<file path="src/rtl/core/tld_pkg.sv">
package tld_pkg;

	// Configuration port
	localparam int CFG_INDEX_W = 2;
	localparam int CFG_DATA_W  = 12;

	localparam logic [CFG_INDEX_W-1:0] REG_ABS_MARGIN    = 2'd0;
	localparam logic [CFG_INDEX_W-1:0] REG_RATIO_DIVISOR = 2'd1;
	localparam logic [CFG_INDEX_W-1:0] REG_RUN_LENGTH    = 2'd2;

	// Register widths and reset values
	localparam int MARGIN_W = 12;
	localparam int RATIO_W  = 8;
	localparam int RUN_W    = 4;

	localparam logic [MARGIN_W-1:0] ABS_MARGIN_RST    = 12'd20;
	localparam logic [RATIO_W-1:0]  RATIO_DIVISOR_RST = 8'd10;
	localparam logic [RUN_W-1:0]    RUN_LENGTH_RST    = 4'd3;

	// Anomaly history and result width
	localparam int HIST_W = 8;
	localparam int MEAN_OUT_W = 12;

	// Status of the item held in the decision stage
	typedef struct packed {
		logic valid;
		logic calib;
	} stage_t;

	// Decision stage events fed back to the window front end
	typedef struct packed {
		logic take;
		logic tamper;
	} flow_t;

	// Mask of the last run_length history bits; zero counts as one, above eight as eight
	function automatic logic [HIST_W-1:0] run_mask(input logic [RUN_W-1:0] len);
		logic [RUN_W-1:0] eff;
		logic [HIST_W-1:0] mask;
		if (len == '0) begin
			eff = RUN_W'(1);
		end else if (len > RUN_W'(HIST_W)) begin
			eff = RUN_W'(HIST_W);
		end else begin
			eff = len;
		end
		for (int i = 0; i < HIST_W; i++) begin
			mask[i] = (RUN_W'(i) < eff);
		end
		return mask;
	endfunction

endpackage

</file>
<file path="src/rtl/core/tld_ring.sv">
module tld_ring #(
	parameter int DEPTH  = 10,
	parameter int DATA_W = 12
) (
	input  logic                     clk,
	input  logic                     wr_en,
	input  logic [$clog2(DEPTH)-1:0] wr_addr,
	input  logic [DATA_W-1:0]        wr_data,
	input  logic                     rd_en,
	input  logic [$clog2(DEPTH)-1:0] rd_addr,
	output logic [DATA_W-1:0]        rd_data
);

	logic [DATA_W-1:0] mem [DEPTH];
	logic [DATA_W-1:0] rd_data_q;

	// Write port
	always_ff @(posedge clk) begin
		if (wr_en) begin
			mem[wr_addr] <= wr_data;
		end
	end

	// Registered read port; data holds until the next read
	always_ff @(posedge clk) begin
		if (rd_en) begin
			rd_data_q <= mem[rd_addr];
		end
	end

	assign rd_data = rd_data_q;

endmodule

</file>
<file path="src/rtl/core/tld_window.sv">
module tld_window #(
	parameter int WINDOW_SIZE = 10,
	parameter int SAMPLE_BITS = 12
) (
	input  logic                   clk,
	input  logic                   arst_n,
	input  logic                   in_valid,
	output logic                   in_ready,
	input  logic [SAMPLE_BITS-1:0] sample,
	input  tld_pkg::flow_t         flow,
	output tld_pkg::stage_t        stage_s2,
	output logic [SAMPLE_BITS-1:0] sample_s2,
	output logic [SAMPLE_BITS-1:0] mean_s2
);
	import tld_pkg::*;

	localparam int IDX_W   = $clog2(WINDOW_SIZE);
	localparam int FILL_W  = $clog2(WINDOW_SIZE + 1);
	localparam int SUM_W   = SAMPLE_BITS + $clog2(WINDOW_SIZE);
	// Exact reciprocal for division of a SUM_W-bit value by the window size
	localparam int SHIFT   = SUM_W + $clog2(WINDOW_SIZE);
	localparam int RECIP_W = SUM_W + 1;
	localparam int PROD_W  = SUM_W + RECIP_W;
	localparam logic [RECIP_W-1:0] RECIP = RECIP_W'(((64'd1 << SHIFT) + 64'(WINDOW_SIZE)
		- 64'd1) / 64'(WINDOW_SIZE));

	logic                   valid_s1;
	logic [SAMPLE_BITS-1:0] sample_s1;
	logic                   valid_s2;
	logic                   calib_s2;

	logic [IDX_W-1:0]  slot_q;
	logic [FILL_W-1:0] fill_q;
	logic [SUM_W-1:0]  sum_q;

	logic                   s2_free;
	logic                   adv1;
	logic                   accept;
	logic                   calib1;
	logic [SAMPLE_BITS-1:0] old_data;
	logic [SAMPLE_BITS-1:0] old_eff;
	logic [PROD_W-1:0]      mean_prod;
	logic [SAMPLE_BITS-1:0] mean1;
	logic [SUM_W-1:0]       sum_n;
	logic [IDX_W-1:0]       slot_n;
	logic [FILL_W-1:0]      fill_n;
	logic [IDX_W-1:0]       wr_addr;
	logic [IDX_W-1:0]       rd_addr;

	// Handshake: s1 may move when s2 is empty or leaving
	assign s2_free  = !valid_s2 || flow.take;
	assign adv1     = valid_s1 && s2_free;
	assign in_ready = !valid_s1 || s2_free;
	assign accept   = in_valid && in_ready;

	// Window not yet full: only store, oldest entry counts as empty
	assign calib1  = (fill_q < FILL_W'(WINDOW_SIZE));
	assign old_eff = calib1 ? '0 : old_data;

	// Mean of the window before the sample in s1
	assign mean_prod = PROD_W'(sum_q) * PROD_W'(RECIP);
	assign mean1     = mean_prod[SHIFT +: SAMPLE_BITS];

	// Next window state; a tamper empties it and keeps only the item now moving to s2
	always_comb begin
		sum_n  = sum_q;
		slot_n = slot_q;
		fill_n = fill_q;
		if (flow.tamper) begin
			sum_n  = adv1 ? SUM_W'(sample_s1) : '0;
			slot_n = adv1 ? IDX_W'(1) : '0;
			fill_n = adv1 ? FILL_W'(1) : '0;
		end else if (adv1) begin
			sum_n  = sum_q - SUM_W'(old_eff) + SUM_W'(sample_s1);
			slot_n = (slot_q == IDX_W'(WINDOW_SIZE - 1)) ? '0 : slot_q + IDX_W'(1);
			fill_n = calib1 ? fill_q + FILL_W'(1) : fill_q;
		end
	end

	// Memory addresses: store at the current slot, fetch the oldest for the new item
	assign wr_addr = flow.tamper ? '0 : slot_q;
	assign rd_addr = slot_n;

	tld_ring #(
		.DEPTH  (WINDOW_SIZE),
		.DATA_W (SAMPLE_BITS)
	) u_ring (
		.clk     (clk),
		.wr_en   (adv1),
		.wr_addr (wr_addr),
		.wr_data (sample_s1),
		.rd_en   (accept),
		.rd_addr (rd_addr),
		.rd_data (old_data)
	);

	// Window state
	always_ff @(posedge clk or negedge arst_n) begin
		if (!arst_n) begin
			slot_q <= '0;
			fill_q <= '0;
			sum_q  <= '0;
		end else begin
			slot_q <= slot_n;
			fill_q <= fill_n;
			sum_q  <= sum_n;
		end
	end

	// Stage valid bits
	always_ff @(posedge clk or negedge arst_n) begin
		if (!arst_n) begin
			valid_s1 <= 1'b0;
			valid_s2 <= 1'b0;
		end else begin
			if (accept) begin
				valid_s1 <= 1'b1;
			end else if (adv1) begin
				valid_s1 <= 1'b0;
			end
			if (adv1) begin
				valid_s2 <= 1'b1;
			end else if (flow.take) begin
				valid_s2 <= 1'b0;
			end
		end
	end

	// Stage payload
	always_ff @(posedge clk) begin
		if (accept) begin
			sample_s1 <= sample;
		end
		if (adv1) begin
			sample_s2 <= sample_s1;
			mean_s2   <= mean1;
			calib_s2  <= calib1 || flow.tamper;
		end
	end

	assign stage_s2.valid = valid_s2;
	assign stage_s2.calib = calib_s2;

endmodule

</file>
<file path="src/rtl/core/tld_judge.sv">
module tld_judge #(
	parameter int SAMPLE_BITS = 12
) (
	input  logic                                 clk,
	input  logic                                 arst_n,
	input  tld_pkg::stage_t                      stage_s2,
	input  logic [SAMPLE_BITS-1:0]               sample_s2,
	input  logic [SAMPLE_BITS-1:0]               mean_s2,
	input  logic [tld_pkg::MARGIN_W-1:0]         abs_margin,
	input  logic [tld_pkg::RATIO_W-1:0]          ratio_divisor,
	input  logic [tld_pkg::RUN_W-1:0]            run_length,
	output tld_pkg::flow_t                       flow,
	output logic                                 out_valid,
	input  logic                                 out_ready,
	output logic [tld_pkg::MEAN_OUT_W-1:0]       window_mean,
	output logic                                 calibrating,
	output logic                                 anomaly,
	output logic                                 tamper
);
	import tld_pkg::*;

	localparam int CMP_W  = (SAMPLE_BITS > MARGIN_W) ? SAMPLE_BITS : MARGIN_W;
	localparam int DPROD_W = SAMPLE_BITS + RATIO_W;

	logic                    out_valid_q;
	logic [MEAN_OUT_W-1:0]   window_mean_q;
	logic                    calibrating_q;
	logic                    anomaly_q;
	logic                    tamper_q;
	logic [HIST_W-1:0]       hist_q;

	logic                    take;
	logic [SAMPLE_BITS-1:0]  dev;
	logic [DPROD_W-1:0]      dev_prod;
	logic                    big_dev;
	logic                    anom;
	logic [HIST_W-1:0]       hist_or;
	logic [HIST_W-1:0]       need;
	logic                    tamp;
	logic [HIST_W-1:0]       hist_n;
	logic [CMP_W-1:0]        mean_ext;

	// Move the decided item into the output register when it is free
	assign take = stage_s2.valid && (!out_valid_q || out_ready);

	// Deviation tests against the absolute margin and the scaled mean
	assign dev      = (sample_s2 > mean_s2) ? sample_s2 - mean_s2 : mean_s2 - sample_s2;
	assign dev_prod = DPROD_W'(dev) * DPROD_W'(ratio_divisor);
	assign big_dev  = CMP_W'(dev) > CMP_W'(abs_margin);
	assign anom     = !stage_s2.calib && big_dev && (dev_prod > DPROD_W'(mean_s2));

	// Anomaly run check
	assign hist_or = hist_q | HIST_W'(anom);
	assign need    = run_mask(run_length);
	assign tamp    = !stage_s2.calib && ((hist_or & need) == need);
	assign hist_n  = tamp ? '0 : {hist_or[HIST_W-2:0], 1'b0};

	assign mean_ext = CMP_W'(mean_s2);

	// History and output valid
	always_ff @(posedge clk or negedge arst_n) begin
		if (!arst_n) begin
			hist_q      <= '0;
			out_valid_q <= 1'b0;
		end else begin
			if (take) begin
				hist_q      <= hist_n;
				out_valid_q <= 1'b1;
			end else if (out_ready) begin
				out_valid_q <= 1'b0;
			end
		end
	end

	// Result register
	always_ff @(posedge clk) begin
		if (take) begin
			window_mean_q <= stage_s2.calib ? '0 : mean_ext[MEAN_OUT_W-1:0];
			calibrating_q <= stage_s2.calib;
			anomaly_q     <= anom;
			tamper_q      <= tamp;
		end
	end

	assign flow.take   = take;
	assign flow.tamper = take && tamp;

	assign out_valid   = out_valid_q;
	assign window_mean = window_mean_q;
	assign calibrating = calibrating_q;
	assign anomaly     = anomaly_q;
	assign tamper      = tamper_q;

endmodule

</file>
<file path="src/rtl/core/light_tamper_detector.sv">
// Light tamper detector: moving-average deviation check on a light sensor stream.
// Input channel in_valid/in_ready carries one sample per transaction; the output
// channel out_valid/out_ready returns one result per sample, in order: window mean,
// calibrating, anomaly and tamper flags.
// The configuration channel cfg_valid/cfg_ready writes abs_margin (index 0),
// ratio_divisor (1) and run_length (2); other indexes are dropped. cfg_ready is
// always high; write only while no sample is in flight.
// A result passes through stage s1, stage s2 and the result register. Throughput:
// one sample per cycle while the receiver takes results, set by the ring memory taking
// one write and one read per cycle and the window sum being updated once per sample.
// Reset clears the window, the anomaly history and loads the register defaults
// (20, 10, 3). The first WINDOW_SIZE samples after reset or after a tamper only
// fill the window and come back flagged as calibrating. The ring memory needs no
// clearing pass.
// When the receiver stalls, the result register holds and the two internal stages
// keep filling; in_ready drops only once both stages and the result register are full.
module light_tamper_detector #(
	parameter int WINDOW_SIZE = 10,
	parameter int SAMPLE_BITS = 12
) (
	input  logic                              clk,
	input  logic                              arst_n,
	input  logic                              in_valid,
	output logic                              in_ready,
	input  logic [SAMPLE_BITS-1:0]            sample,
	output logic                              out_valid,
	input  logic                              out_ready,
	output logic [tld_pkg::MEAN_OUT_W-1:0]    window_mean,
	output logic                              calibrating,
	output logic                              anomaly,
	output logic                              tamper,
	input  logic                              cfg_valid,
	output logic                              cfg_ready,
	input  logic [tld_pkg::CFG_INDEX_W-1:0]   cfg_index,
	input  logic [tld_pkg::CFG_DATA_W-1:0]    cfg_data
);
	import tld_pkg::*;

	logic [MARGIN_W-1:0]    abs_margin_q;
	logic [RATIO_W-1:0]     ratio_divisor_q;
	logic [RUN_W-1:0]       run_length_q;

	stage_t                 stage_s2;
	flow_t                  flow;
	logic [SAMPLE_BITS-1:0] sample_s2;
	logic [SAMPLE_BITS-1:0] mean_s2;

	assign cfg_ready = 1'b1;

	// Configuration registers
	always_ff @(posedge clk or negedge arst_n) begin
		if (!arst_n) begin
			abs_margin_q    <= ABS_MARGIN_RST;
			ratio_divisor_q <= RATIO_DIVISOR_RST;
			run_length_q    <= RUN_LENGTH_RST;
		end else if (cfg_valid && cfg_ready) begin
			unique case (cfg_index)
				REG_ABS_MARGIN: begin
					abs_margin_q <= cfg_data[MARGIN_W-1:0];
				end
				REG_RATIO_DIVISOR: begin
					ratio_divisor_q <= cfg_data[RATIO_W-1:0];
				end
				REG_RUN_LENGTH: begin
					run_length_q <= cfg_data[RUN_W-1:0];
				end
				default: begin
				end
			endcase
		end
	end

	tld_window #(
		.WINDOW_SIZE (WINDOW_SIZE),
		.SAMPLE_BITS (SAMPLE_BITS)
	) u_window (
		.clk       (clk),
		.arst_n    (arst_n),
		.in_valid  (in_valid),
		.in_ready  (in_ready),
		.sample    (sample),
		.flow      (flow),
		.stage_s2  (stage_s2),
		.sample_s2 (sample_s2),
		.mean_s2   (mean_s2)
	);

	tld_judge #(
		.SAMPLE_BITS (SAMPLE_BITS)
	) u_judge (
		.clk           (clk),
		.arst_n        (arst_n),
		.stage_s2      (stage_s2),
		.sample_s2     (sample_s2),
		.mean_s2       (mean_s2),
		.abs_margin    (abs_margin_q),
		.ratio_divisor (ratio_divisor_q),
		.run_length    (run_length_q),
		.flow          (flow),
		.out_valid     (out_valid),
		.out_ready     (out_ready),
		.window_mean   (window_mean),
		.calibrating   (calibrating),
		.anomaly       (anomaly),
		.tamper        (tamper)
	);

endmodule
</file>
<file path="config.mk">
export PLATFORM = sky130hd
export DESIGN_NAME = light_tamper_detector
export DESIGN_NICKNAME = d
export VERILOG_FILES = /design/src/rtl/core/tld_pkg.sv /design/src/rtl/core/tld_ring.sv /design/src/rtl/core/tld_window.sv /design/src/rtl/core/tld_judge.sv /design/src/rtl/core/light_tamper_detector.sv
export SDC_FILE = /design/constraint.sdc
export NUM_CORES = 1
export LEC_CHECK = 0
export BUFFER_PORTS_ARGS = -buffer_cell sky130_fd_sc_hd__buf_2
export CORE_MARGIN = 2
export CORE_UTILIZATION = 58
export CTS_CLUSTER_SIZE = 28
export DETAILED_ROUTE_END_ITERATION = 16
export GPL_ROUTABILITY_DRIVEN = 0
export PLACE_DENSITY = 0.81
export SLEW_MARGIN = 0
export SYNTH_ARGS = -nofsm -noshare
export SYNTH_HDL_FRONTEND = slang
export SYNTH_SLANG_ARGS = --single-unit
</file>
<file path="constraint.sdc">
create_clock -name clk -period 9.5 [get_ports clk]
set_input_delay 2.375 -clock clk [delete_from_list [all_inputs] [get_ports clk]]
set_output_delay 2.375 -clock clk [all_outputs]
set_load 0.01 [all_outputs]
</file>
Word level (Yosys, flattened, before mapping)

Memory sizes are Yosys's and may differ from the RTL's. A register that Yosys moved wholly into a read port is not among the register bits.
Index checks and enable logic that the tools add are counted.

Bits in registers: 111
Bits in latches: 0
Bits in writable memories: 120
Memory bits (read-only): 0
Input bits: 31
Output and inout bits: 18
Word-level logic and storage cells: 96
Memories kept: 1

$add $sub $neg: 6
Multipliers: 2
Divide/modulo/power cells: 0
$lt $le $gt $ge: 13
Equal/unequal tests: 4
Shifts and indexed selects: 0
Muxes and demuxes: 24
Bitwise logic cells: 2
Reduce and logical (&&, ||, !) cells: 26

Memory list:

| name                | depth | width | read ports | clocked after memory_dff | write ports | line           | source |
|---|---|---|---|---|---|---|---|
| u_window.u_ring.mem | 10    | 12    | 1          | 1                        | 1           | tld_ring.sv:14 | `logic [DATA_W-1:0] mem [DEPTH];` |

Operator list:

| kind                                                      | number |
|---|---|
| 2-to-1 mux 12 bit                                         | 3 |
| 2-to-1 mux 4 bit                                          | 9 |
| 2-to-1 mux 16 bit                                         | 2 |
| multiplier 16 x 16 -> 31 bit, second input constant       | 1 |
| greater-than comparator 12 bit                            | 2 |
| subtractor 12 bit                                         | 2 |
| greater-than comparator 20 x 12 -> 1 bit                  | 1 |
| multiplier 12 x 8 -> 20 bit                               | 1 |
| adder 16 x 12 -> 16 bit                                   | 1 |
| less-than comparator 3 x 4 -> 1 bit, first input constant | 4 |
| subtractor 16 x 12 -> 16 bit                              | 1 |
| nonzero test 2 bit                                        | 5 |
| 2-to-1 mux 1 bit                                          | 9 |
| adder 4 x 1 -> 4 bit, second input constant               | 2 |
| AND 8 bit                                                 | 1 |
| equality test 8 bit                                       | 1 |
| less-than comparator 1 x 4 -> 1 bit, first input constant | 2 |
| less-than comparator 2 x 4 -> 1 bit, first input constant | 2 |
| 2-to-1 mux 8 bit                                          | 1 |
| bitwise OR 8 x 1 -> 8 bit                                 | 1 |
| AND reduction 2 bit                                       | 4 |
| logical AND 1 bit                                         | 7 |
| equality test 4 bit, second input constant                | 1 |
| greater-than comparator 4 bit, second input constant      | 1 |
| 7 further kinds                                           | 13 |

Longest topological paths before layout

Gate-level depths: netlist of run 1.

Depth in word-level cells: 12
Mapped depth: 41
Depth with buffers taken out: 39

By module

Synthesis of run 1 repeated with hierarchy kept, for this count alone.

Cell total of the unflattened synthesis: 1882
Area total of the unflattened synthesis: 20251.9 µm²

Modules (own cells, without submodules):

| module                | times used | cells an instance | area each (µm²) | seq. area each (µm²) |
|---|---|---|---|---|
| tld_window            | 1          | 816               | 8035.2          | 1761.7 |
| tld_judge             | 1          | 739               | 6105.9          | 650.6 |
| tld_ring              | 1          | 273               | 5172.5          | 3963.8 |
| light_tamper_detector | 1          | 54                | 938.4           | 608.1 |

Worst setup path after synthesis of run 1

Ideal clock, no wire load.

Kind: register to register
Start point: register u_window.sample_s2[0]
End point: memory u_window.u_ring.mem[8][0] (enable)
Library setup time: 412 ps
Arrival time: 9521 ps
Required time: 9088 ps
Path slack: -433 ps
Cell stages (with the launch flop): 37
Buffers on the path: 1
Clock period less this slack: 9933 ps
Cells stage by stage: edfxtp_1 -> inv_1 -> ha_1 -> inv_1 -> fa_1 -> a21oi_1 -> o21bai_1 -> a2111o_1 -> a31oi_1 -> o211ai_1 -> nand2_1 -> mux2_2 -> a21oi_1 -> o21ai_0 -> xnor2_1 -> and2_1 -> fa_1 -> fa_1 -> fa_1 -> inv_1 -> fa_1 -> inv_1 -> ha_1 -> or2_2 -> a21oi_1 -> a21oi_2 -> xor2_1 -> ha_1 -> nand4_1 -> nor3_1 -> a31oi_1 -> a2111oi_2 -> o211ai_2 -> o31a_1 -> clkbuf_1 -> nand2b_1 -> nor4_1

Word-level cells in the longest chain between the ends: 11
Elaborated cells on any way between the ends: 15
Classes of those cells: add/sub (2); mul (1); order compare (3); eq/ne (1); mux (2); bitwise (2); reduce/logical (4)

Ends and longest elaborated chain:

| element                                                                       | line                             | source |
|---|---|---|
| start, declared                                                               | tld_window.sv:12                 | `output logic [SAMPLE_BITS-1:0] sample_s2,` |
| start signal, assigned                                                        | tld_window.sv:135                | `sample_s2 <= sample_s1;` |
| subtractor 12 bit or greater-than comparator 12 bit (tied branches)           | tld_judge.sv:47                  | `assign dev = (sample_s2 > mean_s2) ? sample_s2 - mean_s2 : mean_s2 - sample_s2;` |
| 2-to-1 mux 12 bit *                                                           | tld_judge.sv:47                  |  |
| multiplier 12 x 8 -> 20 bit or greater-than comparator 12 bit (tied branches) | tld_judge.sv:48, tld_judge.sv:49 |  |
| greater-than comparator 20 x 12 -> 1 bit or logical AND 1 bit (tied branches) | tld_judge.sv:50                  | `assign anom = !stage_s2.calib && big_dev && (dev_prod > DPROD_W'(mean_s2));` |
| logical AND 1 bit *                                                           | tld_judge.sv:50                  |  |
| bitwise OR 8 x 1 -> 8 bit *                                                   | tld_judge.sv:53                  | `assign hist_or = hist_q \| HIST_W'(anom);` |
| AND 8 bit *                                                                   | tld_judge.sv:55                  | `assign tamp = !stage_s2.calib && ((hist_or & need) == need);` |
| equality test 8 bit *                                                         | tld_judge.sv:55                  |  |
| logical AND 1 bit *                                                           | tld_judge.sv:55                  |  |
| logical AND 1 bit *                                                           | tld_judge.sv:86                  | `assign flow.tamper = take && tamp;` |
| 2-to-1 mux 4 bit *                                                            | tld_window.sv:81                 | `assign wr_addr = flow.tamper ? '0 : slot_q;` |
| end, declared                                                                 | tld_ring.sv:14                   |  |

Every way passes the cells marked *; elsewhere a longest branch is shown, timed or not.

Worst setup path in the final report of run 1

Start point: register u_window.sample_s2[0]
End point: register u_window.u_ring.rd_data_q[7] (netlist: u_window.u_ring.rd_data[7]) (read register of u_window.u_ring.mem) (data pin)

Word-level cells in the longest chain between the ends: 11
Elaborated cells on any way between the ends: 15
Classes of those cells: add/sub (2); mul (1); order compare (3); eq/ne (1); mux (2); bitwise (2); reduce/logical (4)

Ends and longest elaborated chain:

| element                                                                       | line                             | source |
|---|---|---|
| subtractor 12 bit or greater-than comparator 12 bit (tied branches)           | tld_judge.sv:47                  |  |
| 2-to-1 mux 12 bit *                                                           | tld_judge.sv:47                  |  |
| multiplier 12 x 8 -> 20 bit or greater-than comparator 12 bit (tied branches) | tld_judge.sv:48, tld_judge.sv:49 |  |
| greater-than comparator 20 x 12 -> 1 bit or logical AND 1 bit (tied branches) | tld_judge.sv:50                  |  |
| logical AND 1 bit *                                                           | tld_judge.sv:50                  |  |
| bitwise OR 8 x 1 -> 8 bit *                                                   | tld_judge.sv:53                  |  |
| AND 8 bit *                                                                   | tld_judge.sv:55                  |  |
| equality test 8 bit *                                                         | tld_judge.sv:55                  |  |
| logical AND 1 bit *                                                           | tld_judge.sv:55                  |  |
| logical AND 1 bit *                                                           | tld_judge.sv:86                  |  |
| 2-to-1 mux 4 bit *                                                            | tld_window.sv:69                 | `if (flow.tamper) begin` |
| end, declared                                                                 | tld_ring.sv:15                   | `logic [DATA_W-1:0] rd_data_q;` |

Marked as above.
A chain may end at the register's enable or synchronous reset.

==> summary.txt, run 1 <==
Clock network
  • Worst skew pair latency: 580 ps
  • CTS clk-pin slew, worst paths: 70 ps
  • Cts-stage hold buffer count: 0
  • Clock buffer count from CTS: 27
  • CTS Buffer Depth: 3
  • Clock sink count: 242
  • Root Buffer: clkbuf_16
  • CTS tree: done
  • H-tree depth: 1

Drt
  • Post-DRT Antenna Nets: 0
  • Initial DRC count: 1311
  • Via density: 6.005
  • # DRC: 0
  • Via count: 14250
  • Routed len/inst: 19.82 um
  • 1st-pass router iterations: 8
  • Drt total wl: 47020 um

Finish
  • Nets@finish: 2320
  • Layout cells sized above 1: 0.1408
  • Most common library cell in the layout ignoring fill and taps: inv_1
  • Non-filler cells, final: 2373
  • Layout area overhead: 13.15%
  • Most frequent cells in the layout: 306 x inv_1, 224 x ha_1, 184 x edfxtp_1
  • Final antenna diode count: 0
  • FILL cells: 2356

Yosys
  • Post-synth EDFFs: 184
  • Synth Flop Type: edfxtp_1
  • Syn nets: 2219
  • Synth Instances: 1803
  • Distinct cells, synth: 76
  • Synth top area cells: edfxtp_1 28%, fa_1 16%, ha_1 15%, dfrtp_1 6.6%, inv_1 5.9%
  • Synth Cell Area: 0.01964 mm^2
  • Asr flop ratio synth: 0.2397
  • Sequential share of the synthesized area: 0.3557
  • Synth warn: 0
  • FF+latch count, synth: 242
  • Syn_area_per_cell: 10.89 um^2
  • Biggest area consumer among synthesized cells: edfxtp_1
  • Top cell type's share of synthesized area: 0.2814

Setup path
  • Critical path class: reg -> reg
  • Crit path launch type: register
  • Slowest CP cell: fa_2
  • CP Capture Type: register
  • Crit path DAT: 9660 ps
  • Worst Path Required: 9820 ps
  • Most used cell, CP: a21oi_2
  • CP peak stage delay: 540 ps
  • CP max FO: 12

STA
  • Slew Limit Headroom: 0.4027
  • Clk_skew: 25.79 ps
  • Tightest Pin Transition: 895.0 ps
  • Max Slew Vio Count: 0
  • Final Critical Period: 9342 ps
  • RSZ-0062 raised after global routing: yes
  • Hold Vio Cnt, Final: 0
  • Crit share post-route: 0.9834
  • Peak Freq: 107.0 MHz
  • Final setup viols: 0

Global routing
  • Tot GR Track Use: 0.2639
  • Initial antenna violation count: 0
  • Number of global-route vias before repair: 14530
  • Maximum number of pins on one net before global-route repair: 59
  • First-pass GRT wire length: 74110 um
  • GR Overflow Total: 0

Die
  • Die ar.: 0.03534 mm^2
  • I/O pin count: 49
  • Num rows: 67
  • Die W: 188 um
  • Initial Util: 0.5871
  • Die Y: 188 um
  • Core box area: 0.03345 mm^2

Place
  • PortBufs: 47
  • Placed cells: 2302
  • Final HPWL DP: 34310 um

Min path
  • Hold Path Class: reg -> reg

Outcome
  • Status: finished, final reports clean

Job
  • Maxcap violations: 0
[final cells by class]
cell class                      count  area, um^2  area share
Clock buffer                       29       708.2     0.03187
Clock inverter                     21       237.7     0.01070
Inverter                          312        1176     0.05293
Multi-Input combinational cell   1193       11580      0.5213
Sequential cell                   242        6984      0.3143
Tap cell                          448       560.5     0.02523
Timing Repair Buffer              128       968.4     0.04359
[sequential cells by signal, summed over array words and instances, names as in the netlist]
signal and flops:
u_window.u_ring.mem 120, u_window.sum_q 16, abs_margin_q 12, u_judge.window_mean 12, u_window.mean_s2 12, u_window.sample_s1 12, u_window.sample_s2 12, u_window.u_ring.rd_data 12
ratio_divisor_q 8, u_judge.hist_q 7, run_length_q 4, u_window.fill_q 4, u_window.slot_q 4, u_judge.anomaly 1, u_judge.calibrating 1, u_judge.out_valid 1
u_judge.tamper 1, u_window.calib_s2 1, u_window.valid_s1 1, u_window.valid_s2 1
[cells by family after synthesis]
kind of cell / after synthesis / synth area share
XOR/XNOR: 40 / 0.01784
multiplexers: 62 / 0.03275
AND/OR/NAND/NOR: 373 / 0.09774
adder cells (fa/ha/maj): 385 / 0.3046
buffers and inverters: 368 / 0.07321
AO/OA/AOI/OAI: 332 / 0.1180
other: 1 / 0.0001910
flip-flops: 242 / 0.3557
[metal layers]
layer / vias to the layer above / GRT usage / share of wire
li1: 6445 / - / -
met1: 7056 / 0.3425 / 0.40
met2: 593 / 0.4509 / 0.49
met3: 156 / 0.04005 / 0.071
met4: 0 / 0.09570 / 0.038
met5: - / 0 / 0
[synthesized netlist by cell type, drive strengths merged, types with 23 or more instances]
master,instances
fa,155
and2,74
edfxtp,184
ha,230
nor2b,35
o22ai,24
nor3,23
a221oi,26
mux2i,44
nand2,86
o21ai,67
dfrtp,52
a21oi,64
clkbuf,40
inv,311
a221o,23
xnor2,28
nor2,71
[per-stage QoR]
stage	worst slack (ps)	setup TNS, ps	util	area (um^2)	hold slack, ps
CTS	12.08	0	0.6507	21770	485.6
global placement	101.0	0	0.6194	20720	467.9
detailed placement	-236.5	-2613	0.6194	20720	483.4
global route	-220.4	-5726	0.6643	22220	496.4
floorplan	51.31	0	-	19660	456.4
finish	157.6	0	0.6643	22220	478.4
[worst max-delay path, delay by kind of cell, from the launching register on]
kind | cells | cell delay [ps]
AND/OR/NAND/NOR | 4 | 780
adder cells (fa/ha/maj) | 8 | 3080
multiplexers | 1 | 230
AO/OA/AOI/OAI | 18 | 3320
buffers and inverters | 8 | 960
flip-flops | 1 | 400
XOR/XNOR | 2 | 280
[worst paths after layout]
| check | from | endpoint | slack [ps] | cells past startpoint |
|---|---|---|---|---|
| max in group asynchronous | arst_n | ratio_divisor_q[0] | 6970 | 2 |
| setup / recovery | u_window.sample_s2[0] | u_window.u_ring.rd_data[7] | 160 | 41 |
| min in group asynchronous | arst_n | u_window.fill_q[0] | 1990 | 2 |
| setup reg to reg | u_window.sample_s2[0] | u_window.u_ring.rd_data[7] | 160 | 41 |
| hold / removal | u_window.valid_s1 | u_window.valid_s2 | 480 | 1 |
| hold reg to reg | u_window.valid_s1 | u_window.valid_s2 | 480 | 1 |
[repair_timing]
action,4_1_cts,5_1_grt
setup endpoints to repair,64,150
buffers inserted,4,14
cloned,0,3
hold endpoints to repair,0,0
pin swaps,12,49
resized for setup,10,59
Power of run 1 is left out: the tool's default activity adds up to more than one toggle a clock period on the data nets, which glitch-free logic cannot reach.
==> run 2, diff against run 1 <==
--- a/config.mk
+++ b/config.mk
@@ -11,8 +11,10 @@
 export CTS_CLUSTER_SIZE = 28
 export DETAILED_ROUTE_END_ITERATION = 16
 export GPL_ROUTABILITY_DRIVEN = 0
-export PLACE_DENSITY = 0.81
+export PLACE_DENSITY = 0.87
 export SLEW_MARGIN = 0
 export SYNTH_ARGS = -nofsm -noshare
 export SYNTH_HDL_FRONTEND = slang
+export SYNTH_HIERARCHICAL = 1
 export SYNTH_SLANG_ARGS = --single-unit
+export TNS_END_PERCENT = 10
==> summary.txt, run 2 <==
Clock network
  • CTS Buffer Depth: 3
  • Clock sink count: 242
  • H-tree depth: 1
  • Cts-stage hold buffer count: 0
  • CTS clk-pin slew, worst paths: 70 ps
  • CTS tree: done
  • Clock buffer count from CTS: 25
  • Root Buffer: clkbuf_16
  • Worst skew pair latency: 540 ps

Yosys
  • Synth cell count leaders: 350 x inv_1, 228 x ha_1, 184 x edfxtp_1
  • Synth Flop Type: edfxtp_1
  • FF+latch count, synth: 242
  • Synth top area cells: edfxtp_1 27%, fa_1 15%, ha_1 14%, inv_1 6.5%, dfrtp_1 6.4%
  • Sequential share of the synthesized area: 0.3449
  • Synth Cell Area: 0.02025 mm^2
  • Synth warn: 6
  • Most numerous cell in the Yosys netlist: inv_1
  • Syn_area_per_cell: 10.76 um^2
  • Post-synth EDFFs: 184
  • Top cell type's share of synthesized area: 0.2728
  • Biggest area consumer among synthesized cells: edfxtp_1
  • Asr flop ratio synth: 0.2397
  • Synth Instances: 1882
  • Syn nets: 2294
  • Distinct cells, synth: 93

Die
  • Die ar.: 0.03643 mm^2
  • I/O pin count: 49
  • Die W: 190.9 um
  • Initial Util: 0.5877
  • Die Y: 190.9 um
  • Core box area: 0.03446 mm^2
  • Num rows: 68

STA
  • Slew Limit Headroom: 0.1925
  • Tightest Pin Transition: 1211 ps
  • Clk_skew: 23.50 ps
  • Final setup viols: 0
  • Max Slew Vio Count: 0
  • Setup TNS: 0 ps
  • Worst setup margin: 161.7 ps
  • Hold Vio Cnt, Final: 0
  • Peak Freq: 107.1 MHz
  • Final Critical Period: 9338 ps
  • Crit share post-route: 0.9830

Setup path
  • Crit path DAT: 9630 ps
  • CP max FO: 8
  • Slowest CP cell: fa_1
  • Most used cell, CP: fa_1
  • CP peak stage delay: 560 ps
  • Family with the most delay on the worst path: adder cells
  • Worst Path Required: 9790 ps
  • Critical path class: reg -> reg
  • WP buf/inv: 7
  • Crit path launch type: register
  • CP Capture Type: register

Finish
  • Layout area overhead: 9.261%
  • Most common library cell in the layout ignoring fill and taps: inv_1
  • Nets@finish: 2365
  • Seq. cell area: 0.006984 mm^2
  • Max reg flops: 120
  • Largest regs: u_window/u_ring/mem: 120 flops, u_window/sum_q: 16 flops
  • Final antenna diode count: 0
  • Layout cells sized above 1: 0.1318
  • Largest register by flop count: u_window/u_ring/mem
  • Area of the multi-input gates: 0.01177 mm^2
  • FILL cells: 2459
  • Most frequent cells in the layout: 350 x inv_1, 225 x ha_1, 184 x edfxtp_1

Place
  • PortBufs: 47
  • Final HPWL DP: 36710 um
  • Setup WS pre-CTS: 66.59 ps

Global routing
  • Initial antenna violation count: 0
  • Number of global-route vias before repair: 15000
  • First-pass GRT wire length: 76500 um
  • Maximum number of pins on one net before global-route repair: 59
  • GR Overflow Total: 0
  • Tot GR Track Use: 0.2676

Drt
  • # DRC: 0
  • WL met1: 18800 um
  • 1st-pass router iterations: 6
  • Via count: 14590
  • Via density: 6.013
  • Routed len/inst: 20.14 um
  • Post-DRT Antenna Nets: 0
  • Met2 WL: 24390 um
  • Routed wl met3: 3661 um
  • Initial DRC count: 1264
  • Top routing layer used: met4
  • Drt total wl: 48890 um

Min path
  • Hold Path Class: reg -> reg

Outcome
  • Status: finished, final reports clean

Job
  • Maxcap violations: 0
[run 2: cell families (layout without fill, tap and decap cells)]
group | count (synthesis) | after routing | synth area share
buffers and inverters | 401 | 491 | 0.07957
and+or+nand+nor | 397 | 397 | 0.1016
adders and majority gates | 381 | 381 | 0.2921
AOI/OAI and AO/OA | 308 | 308 | 0.1053
DFF | 242 | 242 | 0.3449
muxes | 104 | 104 | 0.05560
xor gates and xnor gates | 48 | 48 | 0.02076
other | 1 | 1 | 0.0001852
[run 2: through the flow]
step	cells	util	instance area, um^2	hold WS (ps)
after floorplan	1882	-	20260	457.2
final	2427	0.6422	22130	506.4
after global routing	2427	0.6422	22130	519.7
after CTS	2418	0.6363	21930	509.6
after detailed placement	2372	0.6115	21070	491.2
after global placement	2372	0.6115	21070	470.5
[run 2: repair_timing]
item / in CTS / in global routing
gates resized for setup: 0 / 33
buffers inserted: 0 / 5
endpoints found under the setup margin: 0 / 144
[run 2: layer usage]
layer	track usage	vias to the layer above
li1	-	6534
met1	0.3346	7183
met2	0.4667	704
met3	0.04012	172
met4	0.1055	0
met5	0	-
[run 2: worst register-to-register path: cells and delay by family, from the launching register on]
family	cells	cell delay (ps)
adder cells (fa/ha/maj)	8	3280
AO/OA/AOI/OAI	13	2470
AND/OR/NAND/NOR	8	1360
buffers and inverters	7	880
flip-flops	1	410
multiplexers	1	350
XOR/XNOR	2	320
[run 2: worst paths after layout]
| kind | depth (start not counted) | slack (ps) | from | endpoint |
|---|---|---|---|---|
| min in group asynchronous | 2 | 1980 | arst_n | ratio_divisor_q[0] |
| worst min register to register | 1 | 510 | abs_margin_q[1] | abs_margin_q[1] |
| worst max-delay path | 39 | 160 | u_window/sample_s2[0] | u_window/u_ring/rd_data[9] |
| worst max register to register | 39 | 160 | u_window/sample_s2[0] | u_window/u_ring/rd_data[9] |
| worst min-delay path | 1 | 510 | abs_margin_q[1] | abs_margin_q[1] |
| max in group asynchronous | 2 | 7010 | arst_n | u_window/sum_q[8] |
[run 2: area by class of cell]
cell class	instances	share of cell area
Multi-Input combinational cell	1239	0.5321
Timing Repair Buffer	93	0.02810
Clock inverter	18	0.009782
Clock buffer	28	0.02878
Inverter	352	0.05988
Tap cell	455	0.02573
Sequential cell	242	0.3156
Power of run 2 is left out for the same reason.
==> run 3, diff against run 2 <==
--- a/config.mk
+++ b/config.mk
@@ -5,7 +5,8 @@
 export SDC_FILE = /design/constraint.sdc
 export NUM_CORES = 1
 export LEC_CHECK = 0
-export BUFFER_PORTS_ARGS = -buffer_cell sky130_fd_sc_hd__buf_2
+export BUFFER_PORTS_ARGS = -buffer_cell sky130_fd_sc_hd__clkbuf_2
+export CORE_ASPECT_RATIO = 0.5
 export CORE_MARGIN = 2
 export CORE_UTILIZATION = 58
 export CTS_CLUSTER_SIZE = 28
==> summary.txt, run 3 (synthesis gave the netlist of run 2 again) <==
Clock network
  • Clock sink count: 242
  • CTS Buffer Depth: 3
  • CTS tree: done
  • Clock buffer count from CTS: 24
  • Root Buffer: clkbuf_16
  • Worst skew pair latency: 550 ps
  • CTS clk-pin slew, worst paths: 60 ps
  • H-tree depth: 1

STA
  • Slew Limit Headroom: 0.1942
  • Tightest Pin Transition: 1209 ps
  • Setup TNS: 0 ps
  • Peak Freq: 109.2 MHz
  • Final setup viols: 0
  • Max Slew Vio Count: 0
  • Final hold slack: 488.3 ps
  • RSZ-0062 raised after global routing: yes
  • Clk_skew: 28.53 ps
  • Final Critical Period: 9156 ps
  • Crit share post-route: 0.9638
  • Hold Vio Cnt, Final: 0

Die
  • Num rows: 48
  • Die W: 268.3 um
  • Initial Util: 0.5885
  • Core box area: 0.03441 mm^2
  • Die ar.: 0.03652 mm^2
  • Die Y: 136.1 um
  • I/O pin count: 49

Job
  • Maxcap violations: 0

Setup path
  • Critical path class: reg -> reg
  • Crit path DAT: 9440 ps
  • Slowest CP cell: fa_1
  • CP max FO: 12
  • CP Capture Type: register
  • CP peak stage delay: 540 ps
  • Crit path launch type: register
  • Worst Path Required: 9790 ps

Global routing
  • Maximum number of pins on one net before global-route repair: 59
  • Number of global-route vias before repair: 14760
  • Initial antenna violation count: 0
  • Tot GR Track Use: 0.2551
  • GR Overflow Total: 0
  • First-pass GRT wire length: 73410 um

Drt
  • Routed len/inst: 18.68 um
  • # DRC: 0
  • Via density: 5.794
  • Drt total wl: 45780 um
  • Initial DRC count: 1049
  • Post-DRT Antenna Nets: 0
  • 1st-pass router iterations: 6
  • Via count: 14200

Place
  • Final HPWL DP: 34540 um
  • PortBufs: 47

Finish
  • Area of the multi-input gates: 0.01174 mm^2
  • Layout cells sized above 1: 0.1286
  • Most frequent cells in the layout: 350 x inv_1, 227 x ha_1, 184 x edfxtp_1
  • Layout area overhead: 9.119%
  • FILL cells: 2486
  • Largest regs: u_window/u_ring/mem: 120 flops, u_window/sum_q: 16 flops
  • Most common library cell in the layout ignoring fill and taps: inv_1
  • Seq. cell area: 0.006984 mm^2
  • Largest register by flop count: u_window/u_ring/mem
  • Nets@finish: 2369
  • Max reg flops: 120
  • Final antenna diode count: 0

Outcome
  • Status: finished, final reports clean

Min path
  • Hold Path Class: reg -> reg
[run 3: cell types whose count changed in the layout (fill, tap and decap cells not counted), sizes merged]
cell and change:
buf -42, bufinv -2, clkinv -1, clkbuf +48
[run 3: path summary, 6_finish.rpt]
check,start,endpoint,slack [ps],cells past startpoint
worst max-delay path,u_window/sample_s2[0],u_window/u_ring/rd_data[9],340,33
worst min-delay path,u_window/valid_s1,u_window/valid_s2,490,1
worst max register to register,u_window/sample_s2[0],u_window/u_ring/rd_data[9],340,33
worst min register to register,u_window/valid_s1,u_window/valid_s2,490,1
max in group asynchronous,arst_n,u_window/sum_q[6],6970,2
min in group asynchronous,arst_n,ratio_divisor_q[7],2000,2
[run 3: worst max-delay path, delay by kind of cell (launching register included)]
| family | cells | cell delay, ps |
|---|---|---|
| multiplexers | 2 | 780 |
| adder cells (fa/ha/maj) | 7 | 2970 |
| flip-flops | 1 | 430 |
| buffers and inverters | 8 | 910 |
| AO/OA/AOI/OAI | 11 | 2680 |
| AND/OR/NAND/NOR | 4 | 800 |
| XOR/XNOR | 1 | 330 |
[run 3: metal layers]
layer  track usage  vias up  part of all wire
met1        0.3178     7002              0.41
met5             0        -                 0
met3       0.03550      125             0.061
met2        0.4549      524              0.50
met4       0.09621        0             0.034
li1              -     6545                 -
[run 3: what timing repair did]
action,CTS,global route
endpoints found under the setup margin,0,132
setup buffers,0,2
gates resized for setup,0,27
endpoints found under the hold margin,0,0
hold buffers,0,0
[run 3: area by class of cell]
class,instances,area share
Clock inverter,15,0.007474
Tap cell,475,0.02689
Inverter,352,0.05996
Sequential cell,242,0.3160
Clock buffer,29,0.02803
Multi-Input combinational cell,1239,0.5313
Timing Repair Buffer,98,0.03029
[run 3: through the flow]
step	util	setup WS [ps]	cells	area, um^2
CTS	0.6378	35.13	2445	21950
global route	0.6422	-45.22	2450	22100
detailed placement	0.6150	77.50	2401	21170
finish	0.6422	344.1	2450	22100
floorplan	-	81.65	1882	20260
global placement	0.6150	410.9	2401	21170
Power of run 3 is left out for the same reason.
